`src/hw/rtl/modular_inverse_ext_euclid_top_defines.svh`:
```
// Assertion macros for the modular inverse block
`ifndef MODULAR_INVERSE_EXT_EUCLID_TOP_DEFINES_SVH
`define MODULAR_INVERSE_EXT_EUCLID_TOP_DEFINES_SVH

// Condition implies consequence in the same cycle
`define MIE_ASSERT_SAME(label, cond, conseq) \
  label: assert property (@(posedge clk) disable iff (rst) (cond) |-> (conseq)) \
    else $error("modular inverse: same-cycle check failed");

// Condition implies consequence in the next cycle
`define MIE_ASSERT_NEXT(label, cond, conseq) \
  label: assert property (@(posedge clk) disable iff (rst) (cond) |=> (conseq)) \
    else $error("modular inverse: next-cycle check failed");

`endif

```
`src/hw/rtl/mie_pkg.sv`:
```
package mie_pkg;

  // Operand width and derived widths
  localparam int WORD_BITS = 32;
  localparam int COEF_BITS = WORD_BITS + 1;
  localparam int CNT_BITS  = $clog2(WORD_BITS);

  // Sequencer states
  typedef enum logic [1:0] {
    ST_IDLE,
    ST_DIVIDE,
    ST_UPDATE,
    ST_FINISH
  } state_t;

endpackage

```
`src/hw/rtl/mie_in_if.sv`:
```
interface mie_in_if;
  import mie_pkg::*;

  logic                 valid;
  logic                 ready;
  logic [WORD_BITS-1:0] value;
  logic [WORD_BITS-1:0] modulus;

  modport source (output valid, output value, output modulus, input ready);
  modport sink   (input valid, input value, input modulus, output ready);
endinterface

```
`src/hw/rtl/mie_out_if.sv`:
```
interface mie_out_if;
  import mie_pkg::*;

  logic                 valid;
  logic                 ready;
  logic [WORD_BITS-1:0] inverse;
  logic                 coprime;

  modport source (output valid, output inverse, output coprime, input ready);
  modport sink   (input valid, input inverse, input coprime, output ready);
endinterface

```
`src/hw/rtl/modular_inverse_ext_euclid_top.sv`:
```
// One shift-subtract divider, one quotient bit per cycle, serves the initial
// reduction and every Euclid step; one item is in work at a time.
// The result register frees the input early: a new item can be accepted while
// the last result waits to be taken.
// Reset (rst, synchronous, active high) clears the sequencer and output valid.
`include "modular_inverse_ext_euclid_top_defines.svh"

module modular_inverse_ext_euclid_top (
  input logic clk,
  input logic rst,
  mie_in_if.sink    operands,
  mie_out_if.source result
);
  import mie_pkg::*;

  state_t state;
  state_t state_next;

  logic                 reducing;
  logic [WORD_BITS-1:0] a;
  logic [WORD_BITS-1:0] b;
  logic [WORD_BITS-1:0] mod;
  logic [WORD_BITS-1:0] num;
  logic [WORD_BITS-1:0] rem;
  logic [COEF_BITS-1:0] cu;
  logic [COEF_BITS-1:0] cv;
  logic [COEF_BITS-1:0] acc;
  logic [CNT_BITS-1:0]  cnt;

  logic                 out_valid;
  logic [WORD_BITS-1:0] out_inverse;
  logic                 out_coprime;

  logic                 accept;
  logic                 slot_free;
  logic                 last_bit;
  logic [WORD_BITS-1:0] den;
  logic [WORD_BITS:0]   p_ext;
  logic                 ge;
  logic [WORD_BITS:0]   p_sub;
  logic [WORD_BITS-1:0] b_next;
  logic [COEF_BITS-1:0] cu_norm;

  assign accept    = operands.valid && operands.ready;
  assign slot_free = !out_valid || result.ready;
  assign last_bit  = (cnt == CNT_BITS'(WORD_BITS - 1));

  // Shared shift-subtract step
  assign den   = reducing ? a : b;
  assign p_ext = {rem, num[WORD_BITS-1]};
  assign ge    = (p_ext >= {1'b0, den});
  assign p_sub = p_ext - {1'b0, den};

  // New divisor after a division: remainder, forced to zero for a zero modulus
  assign b_next = (reducing && (a == '0)) ? '0 : rem;

  // Negative coefficient folded into 0 .. modulus-1
  assign cu_norm = cu[COEF_BITS-1] ? (cu + {1'b0, mod}) : cu;

  // State register
  always_ff @(posedge clk) begin
    if (rst) begin
      state <= ST_IDLE;
    end else begin
      state <= state_next;
    end
  end

  // Next state
  always_comb begin
    state_next = state;
    case (state)
      ST_IDLE: begin
        if (accept) state_next = ST_DIVIDE;
      end
      ST_DIVIDE: begin
        if (last_bit) state_next = ST_UPDATE;
      end
      ST_UPDATE: begin
        if (b_next == '0) state_next = ST_FINISH;
        else              state_next = ST_DIVIDE;
      end
      ST_FINISH: begin
        if (slot_free) state_next = ST_IDLE;
      end
      default: state_next = ST_IDLE;
    endcase
  end

  // Datapath
  always_ff @(posedge clk) begin
    case (state)
      ST_IDLE: begin
        if (accept) begin
          a        <= operands.modulus;
          mod      <= operands.modulus;
          num      <= operands.value;
          rem      <= '0;
          acc      <= '0;
          cnt      <= '0;
          cu       <= '0;
          cv       <= COEF_BITS'(1);
          reducing <= 1'b1;
        end
      end
      ST_DIVIDE: begin
        rem <= ge ? p_sub[WORD_BITS-1:0] : p_ext[WORD_BITS-1:0];
        num <= {num[WORD_BITS-2:0], 1'b0};
        // quotient times cv, built MSB first
        acc <= {acc[COEF_BITS-2:0], 1'b0} + (ge ? cv : '0);
        cnt <= cnt + CNT_BITS'(1);
      end
      ST_UPDATE: begin
        if (reducing) begin
          num <= a;
        end else begin
          a   <= b;
          num <= b;
          cu  <= cv;
          cv  <= cu - acc;
        end
        b        <= b_next;
        reducing <= 1'b0;
        rem      <= '0;
        acc      <= '0;
        cnt      <= '0;
      end
      default: ;
    endcase
  end

  // Result register
  always_ff @(posedge clk) begin
    if (rst) begin
      out_valid <= 1'b0;
    end else if ((state == ST_FINISH) && slot_free) begin
      out_valid <= 1'b1;
    end else if (result.ready) begin
      out_valid <= 1'b0;
    end
  end

  always_ff @(posedge clk) begin
    if ((state == ST_FINISH) && slot_free) begin
      out_coprime <= (a == WORD_BITS'(1));
      out_inverse <= (a == WORD_BITS'(1)) ? cu_norm[WORD_BITS-1:0] : '0;
    end
  end

  assign operands.ready = (state == ST_IDLE);
  assign result.valid   = out_valid;
  assign result.inverse = out_inverse;
  assign result.coprime = out_coprime;

  // Checks
  `MIE_ASSERT_NEXT(a_accept_starts_reduce, accept, (state == ST_DIVIDE) && reducing)
  `MIE_ASSERT_NEXT(a_finish_posts_item, (state == ST_FINISH) && slot_free, out_valid)
  `MIE_ASSERT_SAME(a_euclid_divisor_nonzero, (state == ST_DIVIDE) && !reducing, b != '0)

endmodule
```
`src/flat_wrapper.sv`:
```
// flat-port wrapper written by rule: the top's interface ports become plain ports
module modular_inverse_ext_euclid_top_flat import mie_pkg::*;
  (clk, rst, operands_valid, operands_value, operands_modulus, operands_ready, result_valid, result_inverse, result_coprime, result_ready);
  mie_in_if operands_i ();
  mie_out_if result_i ();
  input logic clk;
  input logic rst;
  input wire logic [$bits(operands_i.valid)-1:0] operands_valid;
  input wire logic [$bits(operands_i.value)-1:0] operands_value;
  input wire logic [$bits(operands_i.modulus)-1:0] operands_modulus;
  output wire logic [$bits(operands_i.ready)-1:0] operands_ready;
  output wire logic [$bits(result_i.valid)-1:0] result_valid;
  output wire logic [$bits(result_i.inverse)-1:0] result_inverse;
  output wire logic [$bits(result_i.coprime)-1:0] result_coprime;
  input wire logic [$bits(result_i.ready)-1:0] result_ready;
  assign operands_i.valid = operands_valid;
  assign operands_i.value = operands_value;
  assign operands_i.modulus = operands_modulus;
  assign operands_ready = operands_i.ready;
  assign result_valid = result_i.valid;
  assign result_inverse = result_i.inverse;
  assign result_coprime = result_i.coprime;
  assign result_i.ready = result_ready;
  modular_inverse_ext_euclid_top u_core (.clk(clk), .rst(rst), .operands(operands_i), .result(result_i));
endmodule
```
`config.mk`:
```
export PLATFORM = sky130hd
export DESIGN_NAME = modular_inverse_ext_euclid_top_flat
export DESIGN_NICKNAME = d
export VERILOG_FILES = /design/src/hw/rtl/mie_pkg.sv /design/src/hw/rtl/mie_in_if.sv /design/src/hw/rtl/mie_out_if.sv /design/src/hw/rtl/modular_inverse_ext_euclid_top.sv /design/src/flat_wrapper.sv
export VERILOG_INCLUDE_DIRS = /design/src /design/src/hw/rtl
export SDC_FILE = /design/constraint.sdc
export NUM_CORES = 1
export LEC_CHECK = 0
export ABC_AREA = 0
export BUFFER_PORTS_ARGS = -buffer_cell sky130_fd_sc_hd__buf_2
export CAP_MARGIN = 10
export CORE_UTILIZATION = 25
export DETAILED_ROUTE_END_ITERATION = 8
export PLACE_DENSITY = 0.49
export SYNTH_ARGS = -nofsm -noshare
export SYNTH_HDL_FRONTEND = slang
export SYNTH_SLANG_ARGS = --single-unit
```
`constraint.sdc`:
```
create_clock -name clk -period 20.9 [get_ports clk]
set_input_delay 5.225 -clock clk [delete_from_list [all_inputs] [get_ports clk]]
set_output_delay 5.225 -clock clk [all_outputs]
set_load 0.01 [all_outputs]
```
==> metrics.yaml, run 1 <==
place:
  dp_hpwl_um: 41200
  dp_slack_ns: 13.35
  portBuffers: 102
  placed_cell_area_um2: 21000
  gp_congestion: 0.858
synth:
  syn_avg_cell_area_um2: 10.2
  synth_edf_count: 298
  postSynthCellCount: 1884
  synth_largest_area_cell: "edfxtp_1"
  ys_ff_latch: 301
  synth_cell_type_count: 72
  async_flop_share_pct: 0
  syn_nets: 2088
  seq_area_frac_synth_pct: 46.8
  yosys_most_used_dff: "edfxtp_1"
  yosysWarnings: 0
  synth_top_cells_by_area: "edfxtp_1 (46%), ha_1 (8.6%), a21oi_1 (4.5%)"
  syn_area_um2: 19200
  synth_top_area_share_pct: 46.5
die:
  num_rows: 101
  io_pins: 103
  fp.dieArea_um2: 78100
  start_util_pct: 25.3
  die_h_um: 279
  dieWidth_um: 279
  core_area_um2: 76100
route:
  dr_total_vias: 14440
  totalWireLength_um: 55500
  wl_per_cell_um: 18.3
  dr.pass1.iters: 5
  drc_errors: 0
  drtIter0Drc: 998
  detail-route-antenna-nets: 0
  viasPerCell: 4.77
global_route:
  grt_max_degree: 80
  grt_pass1_wl_um: 84900
  antenna_found_initial: 6
  grt_overflow_total: 0
  first_global_vias: 14305
  grtUsageTotal_pct: 14.1
critical_path:
  critical_path_class: "flip-flop to flip-flop"
  worstPathRequired_ns: 21.21
  cp_max_fo: 34
  endpoint_kind: "flip-flop"
  cp-start-kind: "flip-flop"
  arrival_ns: 7.25
sta:
  fin_crit_sh_pct: 33.2
  hold_violations: 0
  finClkSkew_ns: 0.0336
  maxSlewHeadroom_pct: 22.1
  setup_viol: 0
  min_period_ns: 6.94
  setup_ws_ns: 13.96
  setup-tns-final_ns: 0
  slew_viol_final: 0
  tightest_slew_ns: 1.17
  timing.fmax_mhz: 144
  rsz0062_at_grt: "no"
cts:
  insertion_delay_ns: 0.57
  clk_path_buf_depth: 3
  cts_buffers: 38
  cts_setup_buffers: 0
  ctsResizeCount: 0
  clk_pin_slew_ns: 0.06
  clock-sinks: 301
  htreeDepth: 2
  cts_hold_buf: 0
  root_buffer: "clkbuf_16"
  cts_tree: "built"
min_path:
  hp-class: "flip-flop to flip-flop"
status:
  status: "completed"
finish:
  layout-drive-gt1-share_pct: 9.85
  syn_to_final_growth_pct: 15.1
  final_common_cell: "edfxtp_1"
  final_area_um2: 22200
  fill_cells: 8042
  final_cell_mix: "edfxtp_1 (298), nor2_1 (178), a21oi_1 (174), ha_1 (129), nand2_1 (111)"
  fin_nets: 2175
  fin_util_pct: 29.1
job:
  cap_viol_max_count: 0
pwr:
  total_power_mw: 4.03
  p_leak_nw: 8.89
  power.density_nw_per_um2: 182
  max-vdd-ir-drop_v: 0.0000807
-- final cells by class --
type	count	area, um2	area share [%]
inverter	78	293	1.32
clock inverter	22	205	0.926
sequential	301	9010	40.7
clock buffer	46	981	4.43
tap	1030	1290	5.82
multi-input combinational	1434	9740	43.9
antenna	1	2.50	0.0113
timing repair buffer	118	643	2.90
-- logic make-up after synthesis --
kind of cell / after synthesis / synth area share (%)
adder cells (fa/ha/maj): 136 / 9.00
AND/OR/NAND/NOR: 632 / 16.7
flip-flops: 301 / 46.8
XOR/XNOR: 102 / 4.64
AO/OA/AOI/OAI: 501 / 16.7
buffers and inverters: 149 / 2.93
multiplexers: 63 / 3.28
-- stage by stage --
step	std cells	hold slack, ns
6_report	3030	0.552
5_1_grt	3029	0.582
4_1_cts	3028	0.555
3_5_place_dp	2960	0.542
3_3_place_gp	2960	0.538
2_1_floorplan	1884	0.515
-- final timing paths --
path	start	to	slack (ns)	depth (start not counted)
setup / recovery	u_core.reducing	u_core.acc[32]	13.96	23
hold / removal	u_core.state[0]	u_core.state[0]	0.55	2
setup reg to reg	u_core.reducing	u_core.acc[32]	13.96	23
hold reg to reg	u_core.state[0]	u_core.state[0]	0.55	2
-- sequential cells by signal, indices dropped and copies added (netlist names) --
register,flops
u_core.cv,33
u_core.num,32
u_core.cnt,5
u_core.result.inverse,32
u_core.reducing,1
u_core.cu,33
u_core.b,32
u_core.a,32
u_core.state,2
u_core.result.coprime,1
u_core.result.valid,1
u_core.acc,33
u_core.mod,32
u_core.rem,32
-- synth_stat cells, drive strengths merged (5+ instances only) --
master  number
nand2b      27
or3          8
inv         77
nor4        20
nor2b      107
a31oi       13
o21bai      13
a21oi      176
nand3       33
o211ai      30
ha         132
buf         11
clkbuf      60
nand2      111
and4         6
a21o        79
a211oi      16
xnor2       53
o21ai       89
nor3        20
xor2        49
edfxtp     298
and2        79
nor2       178
nand4       16
a21boi       5
mux2i       62
o21a        29
and3        11
nor3b        5
-- critical path, cell delays in order, from the launching register on --
cell,delay [ns]
edfxtp_1,0.32
buf_4,0.53
mux2i_1,0.54
ha_1,0.40
a211oi_1,0.25
o21ai_1,0.16
a31o_2,0.24
a31oi_1,0.17
a21oi_1,0.15
o31ai_1,0.24
a22o_2,0.32
buf_4,0.41
nor2b_1,0.10
ha_1,0.37
a21oi_1,0.26
inv_1,0.08
a221oi_1,0.24
o21ai_1,0.27
a211oi_1,0.60
a21oi_1,0.29
nor4b_1,0.30
a211oi_1,0.10
xnor2_1,0.15
and2_1,0.16
-- power breakdown --
group          internal, mW  switching, mW  leakage [nW]
clock network         0.373          0.267         0.579
registers             0.993          0.148          2.93
logic                 0.892           1.36          5.38
total                  2.26           1.77          8.89
-- per-layer routing --
layer | GRT usage [%] | share of wire, %
met2 | 22.4 | 45
met1 | 19.4 | 48
met3 | 2.51 | 4.6
met5 | 0 | 0.11
met4 | 4.15 | 2.5
No activity file was read; power rests on OpenSTA's default activity.
==> inputs of run 2 (changes only) <==
- clock period: 20.9 -> 6.55 ns (I/O delays scaled with it)
==> metrics.yaml, run 2 (synthesis gave the netlist of run 1 again) <==
finish:
  final_common_cell: "edfxtp_1"
  final_cell_mix: "edfxtp_1 (298), nor2_1 (178), a21oi_1 (173), ha_1 (129), nand2_1 (111)"
  stdcell_count: 3038  # +0.26%
  fin_nets: 2186  # +0.51%
  fill_cells: 7939  # -1.3%
  layout-drive-gt1-share_pct: 10.7  # +0.81 points
  syn_to_final_growth_pct: 15.9
  fin_util_pct: 29.3  # +0.20 points
  largestRegisters: "u_core.acc: 33 flops, u_core.cu: 33 flops, u_core.cv: 33 flops"
route:
  detail-route-antenna-nets: 0  # unchanged
  drtIter0Drc: 1082  # +8.4%
  dr.pass1.iters: 5  # unchanged
  totalWireLength_um: 58400  # +5.2%
  wl_per_cell_um: 19.2  # +4.9%
  drc_errors: 0  # unchanged
  dr_total_vias: 14624  # +1.3%
  viasPerCell: 4.81  # +1.0%
die:
  die_h_um: 279  # unchanged
  start_util_pct: 25.3  # unchanged
  fp.dieArea_um2: 78100  # unchanged
  core_area_um2: 76100  # unchanged
  dieWidth_um: 279  # unchanged
  io_pins: 103  # unchanged
  num_rows: 101  # unchanged
sta:
  tightest_slew_ns: 1.22  # +0.0500 ns
  fin_crit_sh_pct: 91.9  # +59 points
  finClkSkew_ns: 0.0204  # -0.0131 ns
  rsz0062_at_grt: "no"
  setup-tns-final_ns: 0  # unchanged
  maxSlewHeadroom_pct: 18.6  # -3.5 points
  slew_viol_final: 0  # unchanged
  min_period_ns: 6.02  # -0.914 ns
  timing.fmax_mhz: 166  # +15%
  setup_viol: 0  # unchanged
  hold_violations: 0  # unchanged
cts:
  cts_setup_buffers: 0  # unchanged
  cts_tree: "built"
  htreeDepth: 2  # unchanged
  insertion_delay_ns: 0.56  # about the same
  clk_path_buf_depth: 3  # unchanged
  cts_buffers: 37  # -2.6%
  clock-sinks: 301  # unchanged
  clk_pin_slew_ns: 0.07  # about the same
  cts_hold_buf: 0  # unchanged
  root_buffer: "clkbuf_16"
  ctsResizeCount: 0  # unchanged
critical_path:
  arrival_ns: 6.34  # -0.91 ns
  worstPathRequired_ns: 6.87  # -14.34 ns
  max_stage_delay_ns: 0.42  # -0.18 ns
  cp_slowest_cell: "edfxtp_1"
  endpoint_kind: "flip-flop"
  cp-start-kind: "flip-flop"
  critical_path_class: "flip-flop to flip-flop"
  critical_path.cell_chain: "buf_12 > mux2i_1 > ha_1 > a211oi_1 > o21ai_1 > a31o_2 > a31oi_1 > a21oi_1 > o31ai_1 > a22o_4 > buf_4 > nor2b_1 > ha_1 > o21ai_0 > o211ai_1 > a221oi_1 > nor2_1 > a211oi_2 > a21oi_1 > nor4b_2 > a211oi_1 > xnor2_1 > and2_1"
  cp_max_fo: 28  # -18%
global_route:
  grt_pass1_wl_um: 88400  # +4.1%
  grtUsageTotal_pct: 14.7  # +0.61 points
  first_global_vias: 14224  # -0.57%
  grt_max_degree: 86  # +7.5%
  grt_overflow_total: 0  # unchanged
  antenna_found_initial: 11  # +5
pwr:
  p_leak_nw: 8.96  # +0.85%
  max-vdd-ir-drop_v: 0.000209  # +160%
  power.density_nw_per_um2: 590  # +220%
place:
  dp.cells: 2973  # +0.44%
  gp_congestion: 0.874  # +1.9%
  dp_hpwl_um: 43400  # +5.5%
  portBuffers: 102  # unchanged
min_path:
  hp-class: "flip-flop to flip-flop"
job:
  cap_viol_max_count: 0  # unchanged
status:
  status: "completed"
## run 2: changes by cell type in the layout (fill, tap and decap cells not counted), sizes merged
cell,delta
bufinv,+2
clkbuf,-3
clkinvlp,+3
inv,-3
clkinv,-3
buf,+12
## run 2: layout make-up
class	instances	area, um2	area share, %
diodes	1	2.50	0.0112
clock buffers	43	970	4.35
clock inverters	21	246	1.10
inverters	78	293	1.31
multi-input cells	1434	9770	43.8
flip-flops and latches	301	9010	40.4
well taps	1030	1290	5.78
repair buffers	130	733	3.29
## run 2: path summary, 6_finish.rpt
| check | from | to | slack [ns] | cells past startpoint |
|---|---|---|---|---|
| worst max-delay path | u_core.reducing | u_core.acc[32] | 0.53 | 23 |
| worst min-delay path | u_core.cv[1] | u_core.cu[1] | 0.56 | 1 |
| worst max register to register | u_core.reducing | u_core.acc[32] | 0.53 | 23 |
| worst min register to register | u_core.cv[1] | u_core.cu[1] | 0.56 | 1 |
## run 2: where the power goes
group	switching [mW]	total, mW	internal (mW)
sequential	0.510	3.68	3.17
combinational	4.45	7.36	2.91
clock	0.854	2.11	1.26
## run 2: through the flow
| step | area, um2 | total power [mW] | worst slack, ns | hold slack [ns] |
|---|---|---|---|---|
| 3_3_place_gp | 21100 | 11.0 | 0.440 | 0.541 |
| 5_1_grt | 22300 | 14.2 | 0.0575 | 0.579 |
| 2_1_floorplan | 19300 | 9.04 | 0.408 | 0.515 |
| 6_report | 22300 | 13.2 | 0.529 | 0.563 |
| 3_5_place_dp | 21100 | 11.0 | 0.176 | 0.542 |
| 4_1_cts | 22300 | 13.2 | 0.162 | 0.564 |
## run 2: routing by layer
metal  share of wire, %  vias to the layer above  track usage, %
met2                 46                      302            23.6
met1                 47                     7115            20.1
met3                4.6                       75            2.59
met5               0.17                        -               0
met4                2.2                       16            4.25
li1                   -                     7116               -
## run 2: worst max-delay path, delay by kind of cell, from the launching register on
family | cells | cell delay, ns
compound gates | 13 | 3.03
xor+xnor | 1 | 0.16
fa+ha+maj | 2 | 0.73
buf+inv | 2 | 0.48
flops | 1 | 0.42
mux | 1 | 0.34
simple gates | 4 | 0.58
==> inputs of run 3 (changes only) <==
- CTS_BUF_LIST: unset -> sky130_fd_sc_hd__clkbuf_16
- MAX_ROUTING_LAYER: unset -> met4
- clock period: 6.55 -> 7.35 ns (I/O delays scaled with it)
==> metrics.yaml, run 3 (synthesis gave the netlist of run 1 again) <==
status:
  status: "completed"
cts:
  clock-sinks: 301  # unchanged
  htreeDepth: 2  # unchanged
  root_buffer: "clkbuf_16"
  cts_buffers: 38  # +2.7%
  clk_pin_slew_ns: 0.06  # about the same
  cts_tree: "built"
  clk_path_buf_depth: 3  # unchanged
  cts_setup_buffers: 0  # unchanged
  ctsResizeCount: 0  # unchanged
  insertion_delay_ns: 0.57  # about the same
  cts_hold_buf: 0  # unchanged
route:
  routed.top_layer: "met4"
  drt-met1-wl_um: 27300  # -1.6%
  drtIter0Drc: 1098  # +1.5%
  viasPerCell: 4.80  # -0.35%
  drc_errors: 0  # unchanged
  route.met2.wl_um: 25900  # -2.5%
  totalWireLength_um: 57800  # -1.0%
  dr_wl_met3_um: 3030  # +14%
  dr_total_vias: 14597  # -0.18%
  dr.pass1.iters: 7  # +2
  detail-route-antenna-nets: 0  # unchanged
  wl_per_cell_um: 19.0  # -1.2%
sta:
  finClkSkew_ns: 0.0270  # +0.00658 ns
  fin_crit_sh_pct: 88.4  # -3.5 points
  setup-tns-final_ns: 0  # unchanged
  tightest_slew_ns: 1.17  # -0.0524 ns
  hold_violations: 0  # unchanged
  min_period_ns: 6.50  # +0.478 ns
  setup_viol: 0  # unchanged
  rsz0062_at_grt: "no"
  maxSlewHeadroom_pct: 22.1  # +3.5 points
  timing.fmax_mhz: 154  # -7.3%
  slew_viol_final: 0  # unchanged
critical_path:
  reg2reg_slack_ns: 0.85  # +0.32 ns
  arrival_ns: 6.82  # +0.48 ns
  r2r-start: "u_core.reducing"
  critical_path.cell_chain: "buf_4 > mux2i_1 > ha_1 > and4_1 > o211ai_1 > a21oi_1 > o21ai_0 > a21oi_1 > o31ai_1 > a22o_2 > buf_4 > nor2b_1 > ha_1 > a211oi_1 > o211ai_1 > a221oi_1 > nor2_1 > a211oi_1 > a21oi_1 > nor4b_1 > a211oi_1 > xnor2_1 > and2_1"
  max_stage_delay_ns: 0.53  # +0.11 ns
  critPathBufInv: 2  # unchanged
  worstPathRequired_ns: 7.67  # +0.80 ns
  ff2ff_path_depth: 23  # unchanged
  crit_family: "compound AO/OA/AOI/OAI gates"
  critical_path_class: "flip-flop to flip-flop"
  r2r_end: "u_core.acc[32]"
  cp_max_fo: 19  # -32%
  endpoint_kind: "flip-flop"
  cp-start-kind: "flip-flop"
  cp_slowest_cell: "mux2i_1"
global_route:
  grt_max_degree: 85  # -1.2%
  first_global_vias: 14286  # +0.44%
  grt_pass1_wl_um: 87800  # -0.64%
  grtUsageTotal_pct: 15.1  # +0.39 points
  grt_overflow_total: 0  # unchanged
  antenna_found_initial: 12  # +1
finish:
  final_common_cell: "edfxtp_1"
  syn_to_final_growth_pct: 15.9  # about the same
  fin_util_pct: 29.3  # about the same
  fill_cells: 7959  # +0.25%
  final_cell_mix: "edfxtp_1 (298), nor2_1 (178), a21oi_1 (174), ha_1 (129), nand2_1 (111)"
  largestRegisters: "u_core.acc: 33 flops, u_core.cu: 33 flops, u_core.cv: 33 flops"
  layout-drive-gt1-share_pct: 10.0  # -0.62 points
  fin_nets: 2178  # -0.37%
place:
  gp_congestion: 0.904  # +3.5%
  portBuffers: 102  # unchanged
  dp_hpwl_um: 43000  # -0.88%
die:
  start_util_pct: 25.3  # unchanged
  die_h_um: 279  # unchanged
  io_pins: 103  # unchanged
  core_area_um2: 76100  # unchanged
  num_rows: 101  # unchanged
  dieWidth_um: 279  # unchanged
  fp.dieArea_um2: 78100  # unchanged
min_path:
  hp-class: "flip-flop to flip-flop"
  hold_path_depth: 1  # unchanged
  hp-start: "u_core.cv[30]"
  holdPathEnd: "u_core.cu[30]"
pwr:
  p_leak_nw: 8.97  # about the same
  power.density_nw_per_um2: 525  # -11%
  max-vdd-ir-drop_v: 0.000244  # +17%
job:
  cap_viol_max_count: 0  # unchanged
-- run 3: how the worst max path moves through the flow --
stage | slack [ns] | endpoint | start | cells after the start
after CTS | 0.85 | u_core.acc[32] | u_core.reducing | 23
after detailed placement | 0.89 | u_core.acc[32] | u_core.reducing | 23
final | 0.85 | u_core.acc[32] | u_core.reducing | 23
after global routing | 0.41 | u_core.acc[21] | u_core.reducing | 24
after floorplan | 0.73 | u_core.cu[0] | u_core.state[0] | 5
after global placement | 0.97 | u_core.acc[32] | u_core.reducing | 23
-- run 3: area by class of cell --
| cell class | instances | area (um2) | share of cell area (%) |
|---|---|---|---|
| Clock inverter | 28 | 308 | 1.38 |
| Inverter | 78 | 293 | 1.31 |
| Tap cell | 1030 | 1290 | 5.78 |
| Multi-Input combinational cell | 1434 | 9750 | 43.7 |
| Antenna cell | 12 | 30.0 | 0.135 |
| Timing Repair Buffer | 121 | 653 | 2.93 |
| Clock buffer | 39 | 976 | 4.38 |
| Sequential cell | 301 | 9010 | 40.4 |
-- run 3: metrics by stage --
stage	hold slack (ns)	total power, mW	worst slack (ns)	instances	area [um2]
after floorplan	0.515	8.06	0.733	1884	19200
after global placement	0.542	9.72	0.967	2964	21000
after detailed placement	0.536	9.75	0.893	2964	21000
after CTS	0.558	11.8	0.847	3031	22300
after global routing	0.576	12.6	0.414	3043	22300
final	0.553	11.7	0.851	3043	22300
-- run 3: metal layers --
layer / GRT usage, % / up-vias
met5: - / -
li1: - / 7120
met3: 2.74 / 83
met4: 4.82 / 0
met2: 23.3 / 324
met1: 19.9 / 7070
-- run 3: worst register-to-register path, delay by kind of cell (launching register included) --
family,cells,cell delay (ns)
AND/OR/NAND/NOR,5,1.04
AO/OA/AOI/OAI,12,2.87
XOR/XNOR,1,0.15
multiplexers,1,0.54
adder cells (fa/ha/maj),2,0.67
flip-flops,1,0.35
buffers and inverters,2,0.62
-- run 3: power breakdown --
group	internal (mW)	total [mW]	switching (mW)
Combinational	2.56	6.48	3.92
Sequential	2.82	3.27	0.444
Clock	1.20	1.97	0.768
Total	6.59	11.7	5.13
